### src/hdl/icoq_pkg.sv
// types and constants of the interval containment / overlap query block
// depends on nothing; used by every module of the block
package icoq_pkg;

	// op codes of an input transaction
	localparam logic [1:0] OP_CLEAR  = 2'd0;
	localparam logic [1:0] OP_APPEND = 2'd1;
	localparam logic [1:0] OP_QUERY  = 2'd2;
	localparam logic [1:0] OP_NONE   = 2'd3;

	// query_mode register codes
	localparam logic MODE_INDEX = 1'b0;
	localparam logic MODE_COUNT = 1'b1;

	// answer codes
	localparam logic [11:0] ANS_ZERO = 12'd0;
	localparam logic [11:0] ANS_NONE = 12'hfff;
	localparam logic [11:0] ANS_MAX  = 12'd2047;

	// command queue between front and back, depth a power of two
	localparam int Q_DEPTH = 2;
	localparam int Q_PTR_W = 1;
	localparam int Q_CNT_W = 2;

	typedef struct packed {
		logic [1:0]         op;
		logic signed [63:0] interval_start;
		logic signed [63:0] interval_end;
	} req_item_t;

	typedef struct packed {
		logic signed [11:0] answer;
		logic               status;
	} rsp_item_t;

	typedef enum logic [1:0] {
		KIND_CLEAR,
		KIND_APPEND,
		KIND_QUERY,
		KIND_NOP
	} kind_t;

	typedef struct packed {
		kind_t              kind;
		logic signed [63:0] lo;
		logic signed [63:0] hi;
	} cmd_t;

	typedef struct packed {
		logic full;
		logic not_empty;
	} q_stat_t;

endpackage

### src/hdl/icoq_queue.sv
// short command queue that decouples the front from the back
// depends on icoq_pkg
module icoq_queue (
	input  logic              clk,
	input  logic              arst_n,
	input  logic              push,
	input  icoq_pkg::cmd_t    push_cmd,
	input  logic              pop,
	output icoq_pkg::cmd_t    head,
	output icoq_pkg::q_stat_t stat
);

	icoq_pkg::cmd_t                entries_q [icoq_pkg::Q_DEPTH];
	logic [icoq_pkg::Q_PTR_W-1:0]  wr_ptr_q;
	logic [icoq_pkg::Q_PTR_W-1:0]  rd_ptr_q;
	logic [icoq_pkg::Q_CNT_W-1:0]  cnt_q;

	always_ff @(posedge clk) begin
		if (push) begin
			entries_q[wr_ptr_q] <= push_cmd;
		end
	end

	always_ff @(posedge clk or negedge arst_n) begin
		if (!arst_n) begin
			wr_ptr_q <= '0;
			rd_ptr_q <= '0;
			cnt_q    <= '0;
		end else begin
			if (push) begin
				wr_ptr_q <= wr_ptr_q + icoq_pkg::Q_PTR_W'(1);
			end
			if (pop) begin
				rd_ptr_q <= rd_ptr_q + icoq_pkg::Q_PTR_W'(1);
			end
			if (push && !pop) begin
				cnt_q <= cnt_q + icoq_pkg::Q_CNT_W'(1);
			end else if (pop && !push) begin
				cnt_q <= cnt_q - icoq_pkg::Q_CNT_W'(1);
			end
		end
	end

	assign head           = entries_q[rd_ptr_q];
	assign stat.full      = (cnt_q == icoq_pkg::Q_CNT_W'(icoq_pkg::Q_DEPTH));
	assign stat.not_empty = (cnt_q != '0);

endmodule

### config.mk
export PLATFORM = sky130hd
export DESIGN_NAME = icoq_queue
export DESIGN_NICKNAME = d
export VERILOG_FILES = /design/src/hdl/icoq_pkg.sv /design/src/hdl/icoq_queue.sv
export SDC_FILE = /design/constraint.sdc
export NUM_CORES = 1
export LEC_CHECK = 0
export BUFFER_PORTS_ARGS = -buffer_cell sky130_fd_sc_hd__buf_4
export CELL_PAD_IN_SITES_DETAIL_PLACEMENT = 0
export CELL_PAD_IN_SITES_GLOBAL_PLACEMENT = 1
export CORE_MARGIN = 3
export CORE_UTILIZATION = 35
export DETAILED_ROUTE_END_ITERATION = 10
export HOLD_SLACK_MARGIN = 0.1
export PLACE_DENSITY = 0.62
export SLEW_MARGIN = 40
export SYNTH_ARGS = -nofsm -noshare
export SYNTH_HDL_FRONTEND = slang
export SYNTH_SLANG_ARGS = --single-unit
### constraint.sdc
create_clock -name clk -period 20.3 [get_ports clk]
set_input_delay 3.045 -clock clk [delete_from_list [all_inputs] [get_ports clk]]
set_output_delay 3.045 -clock clk [all_outputs]
set_load 0.03 [all_outputs]
Word-level counts from Yosys, hierarchy flattened
Memories as Yosys holds them, arrays and structs flattened.
Cells that the tools add are included.
{"block": "word_totals", "register_bits": 4, "ramBits": 260, "in_bits": 134, "output_inout_bits": 132, "elab_cells": 19, "mem_count": 1}
{"block": "op_classes", "addsub": 4, "n_eq_ne": 1, "mux": 4, "reduce_logical": 6}
{"memory": "entries_q", "depth": 2, "word_bits": 130, "rd": 1, "rd_clocked_by_memory_dff": 0, "wr": 1, "line": "icoq_queue.sv:13", "source": "icoq_pkg::cmd_t entries_q [icoq_pkg::Q_DEPTH];"}
{"cell": "2-to-1 mux 2 bit", "n": 2}
{"cell": "nonzero test 2 bit", "n": 2}
{"cell": "adder 1 bit, second input constant", "n": 2}
{"cell": "adder 2 x 1 -> 2 bit, second input constant", "n": 1}
{"cell": "== test 2 bit, second input constant", "n": 1}
{"cell": "logical AND 1 bit", "n": 2}
{"cell": "zero test 1 bit", "n": 2}
{"cell": "2-to-1 mux 1 bit", "n": 2}
{"cell": "subtractor 2 x 1 -> 2 bit, second input constant", "n": 1}

Depth between registers and ports, before layout
{"block": "depth", "word_depth": 4, "depth_mapped": 5, "mapped_depth_nobuf": 5}

Worst setup path before layout
OpenSTA, ideal clock, no wires.
{"block": "synth_timing", "path_kind": "input to register", "from": "input port push", "to": "memory entries_q[0][0] (netlist bit), enable pin", "setup_ps": 636, "arrival_ps": 8679, "required_ps": 19664, "setup_slack_ps": 10985, "cell_stages": 1, "n_path_buf": 0, "cell_sequence": "nor2b_1"}
{"block": "synth_between", "elab_chain_cells": 2}
{"element": "start: declaration", "line": "icoq_queue.sv:6", "source": "input logic push,"}
{"element": "2-to-1 mux 1 bit", "line": "icoq_queue.sv:19", "source": "if (push) begin"}
{"element": "2-to-1 mux 1 bit (implied by the code)", "line": "icoq_queue.sv:20", "source": "entries_q[wr_ptr_q] <= push_cmd;"}
{"element": "end: declaration", "line": "icoq_queue.sv:13"}
No other way between the ends.

==> impl_metrics.toml <==
[floorplan]
die_y_um = 175
num_rows = 61
die-area_mm2 = 0.0305
floorplan.die.width_um = 175
start_util = 0.357
core_area_mm2 = 0.0279
io_pins = 266

[sta]
fmax_mhz = 180
fin_setup_tns_ns = 0
hold_viol_final = 0
max_slew_margin = 0.510
min_period_ns = 5.57
fin_crit_sh = 0.274
worst_pin_slew_ns = 0.736
final-setup-viol-count = 0
hold_ws_ns = 0.488
slew_viol_final = 0
skew_ns = 0.00490
rsz0062_at_grt = "no"

[status]
status = "completed"

[synth]
synth_area_leader_cell = "edfxtp_1"
yosys_warnings = 0
synth_area_leaders = "edfxtp_1 (79%), mux2_4 (14%), mux2_2 (4.5%)"
yosysTopAreaCellShare = 0.785
avgSynthCellArea_um2 = 23.6
synth_area_mm2 = 0.00995
synth_cell_types = 15
synthCells = 421
syn_nets = 556
ys_seq_elements = 264
ys_seq_area_frac = 0.795

[worst_setup_path]
rr_worst_depth = 2
path_buf_inv = 2
critPathKind = "flop to output pin"
critPathArrivalTime_ns = 2.53
crit_start = "rd_ptr_q"
crit_chain = "buf_4, mux2_4, buf_4"
critical_path_peak_fanout = 39
crit_path_top_delay_cell = "dfrtp_4"
required_ns = 17.26
ff2ff_setup_slack_ns = 18.04
crit_family = "buffers and inverters"
crit_cells = 3
r2r_start = "wr_ptr_q"
critPathCaptureType = "output pin"
cp_common_cell = "buf_4"
crit_end = "head[61]"
max_stage_delay_ns = 0.75
r2r_end = "entries_q[1][117]"
cp-start-kind = "flop"

[layout]
fin_nets = 843
insertedDiodeCount = 0
seq_area_mm2 = 0.00791
fin_util = 0.474
area_delta_synth_final_pct = 32.6
fillers = 2410
final_area_mm2 = 0.0132
multi_input_area_mm2 = 0.00190
final_layout_size_suffix_gt1_frac = 0.609

[place]
port_buffers = 265
placed_cell_area_mm2 = 0.0123
dp_hpwl_um = 14100
gp_congestion = 0.715

[global_route]
grt_max_degree = 84
grt_pass1_vias = 5347
grt_overflow = 0
grt_pass1_wl_um = 30500
grtUsageTotal = 0.127
antenna_found_initial = 2

[clock_network]
cts_root_buffer = "clkbuf_16"
h-tree-depth = 1
cts_resized = 0
clk_pin_slew_worst_paths_ns = 0.06
clockBufferDepth = 3
clk_latency_ns = 0.52
cts_buffers = 28
cts_tree = "built"
post_cts.repair.setup_buffers = 0
cts_sinks = 264
cts-hold-fix-buffers = 0

[drt]
routed_wl_um = 20400
dr.first_iter.drc_count = 195
via_count = 4903
final_antenna_net_count = 0
wl_per_cell_um = 18.4
dr.pass1.iters = 4
avgViaCountPerCell = 4.43
drc = 0

[flow_run]
max-cap-violations = 0

[min_path]
hold_class = "flop to flop"

[pwr]
leakagePower_nw = 5.17
peakVddDrop_mv = 0.0937
fin_total_pwr_mw = 1.99
p_per_area_mw_per_mm2 = 151
[cell families after synthesis]
family	share of synthesized area
xor+xnor	0.00440
fa+ha+maj	0.00126
buf+inv	0.0152
flops	0.795
mux	0.181
simple gates	0.00289
[synth_stat cells]
cell / instances
or2_2: 1
xnor2_1: 1
buf_6: 10
mux2_4: 90
ha_1: 1
nor2b_1: 2
dfrtp_1: 4
inv_1: 1
and2_1: 1
buf_2: 4
nor2_1: 1
mux2_2: 40
edfxtp_1: 260
buf_8: 1
xor2_1: 4
[layer usage]
metal / routed length [um] / part of all wire / vias up / GRT usage
li1: - / - / 2245 / -
met1: 8140 / 0.40 / 2416 / 0.158
met2: 9800 / 0.48 / 201 / 0.211
met3: 1990 / 0.098 / 37 / 0.0491
met4: 397 / 0.019 / 4 / 0.0313
met5: 26 / 0.0013 / - / 0
[worst reg2reg max path: stages (launching register included)]
cell,delay (ns)
dfrtp_1,0.42
and2_4,0.63
clkbuf_8,0.75
[layout make-up]
cell class                      instances  area share
Sequential cell                       264       0.600
Timing Repair Buffer                  272       0.156
Multi-Input combinational cell        141       0.144
Clock buffer                           36      0.0570
Tap cell                              378      0.0358
Clock inverter                         15     0.00721
Inverter                                1    0.000285
[registers in the layout, summed over array words and instances (netlist names)]
| register | count |
|---|---|
| entries_q | 260 |
| cnt_q | 2 |
| wr_ptr_q | 1 |
| rd_ptr_q | 1 |
[metrics by stage]
stage          std cells  worst slack, ns
2_1_floorplan        421            10.99
3_3_place_gp        1055            14.92
3_5_place_dp        1056            15.23
4_1_cts             1107            14.64
5_1_grt             1107            14.57
6_report            1107            14.73
[layout by cell type, fill, tap and decap left out]
master,count
mux2_4,90
clkinv_1,6
ha_1,1
clkbuf_16,29
dfrtp_1,3
xnor2_1,1
dfrtp_4,1
nor2b_1,1
inv_1,1
xor2_1,4
buf_4,270
clkinv_2,7
bufinv_16,1
clkbuf_1,7
or2_2,1
and2_4,1
nor2_1,1
clkbuf_8,1
buf_12,1
mux2_2,40
nor2b_4,1
edfxtp_1,260
clkinvlp_4,1
[how the worst min path moves through the flow]
| stage | endpoint | slack [ns] | start | depth (start not counted) |
|---|---|---|---|---|
| after floorplan | cnt_q[1] | 0.45 | cnt_q[1] | 1 |
| after global placement | cnt_q[1] | 0.47 | cnt_q[1] | 1 |
| after detailed placement | cnt_q[1] | 0.47 | cnt_q[1] | 1 |
| after CTS | cnt_q[1] | 0.49 | cnt_q[1] | 1 |
| after global routing | cnt_q[1] | 0.52 | cnt_q[1] | 1 |
| final | cnt_q[1] | 0.49 | cnt_q[1] | 1 |
[power by group]
part	internal (mW)	switching (mW)	total [mW]	leakage (nW)
clock network	0.272	0.191	0.463	0.417
registers	0.725	0.0391	0.764	2.49
logic	0.330	0.437	0.767	2.26
total	1.33	0.667	1.99	5.17
Power figures use the tool's default switching activity.
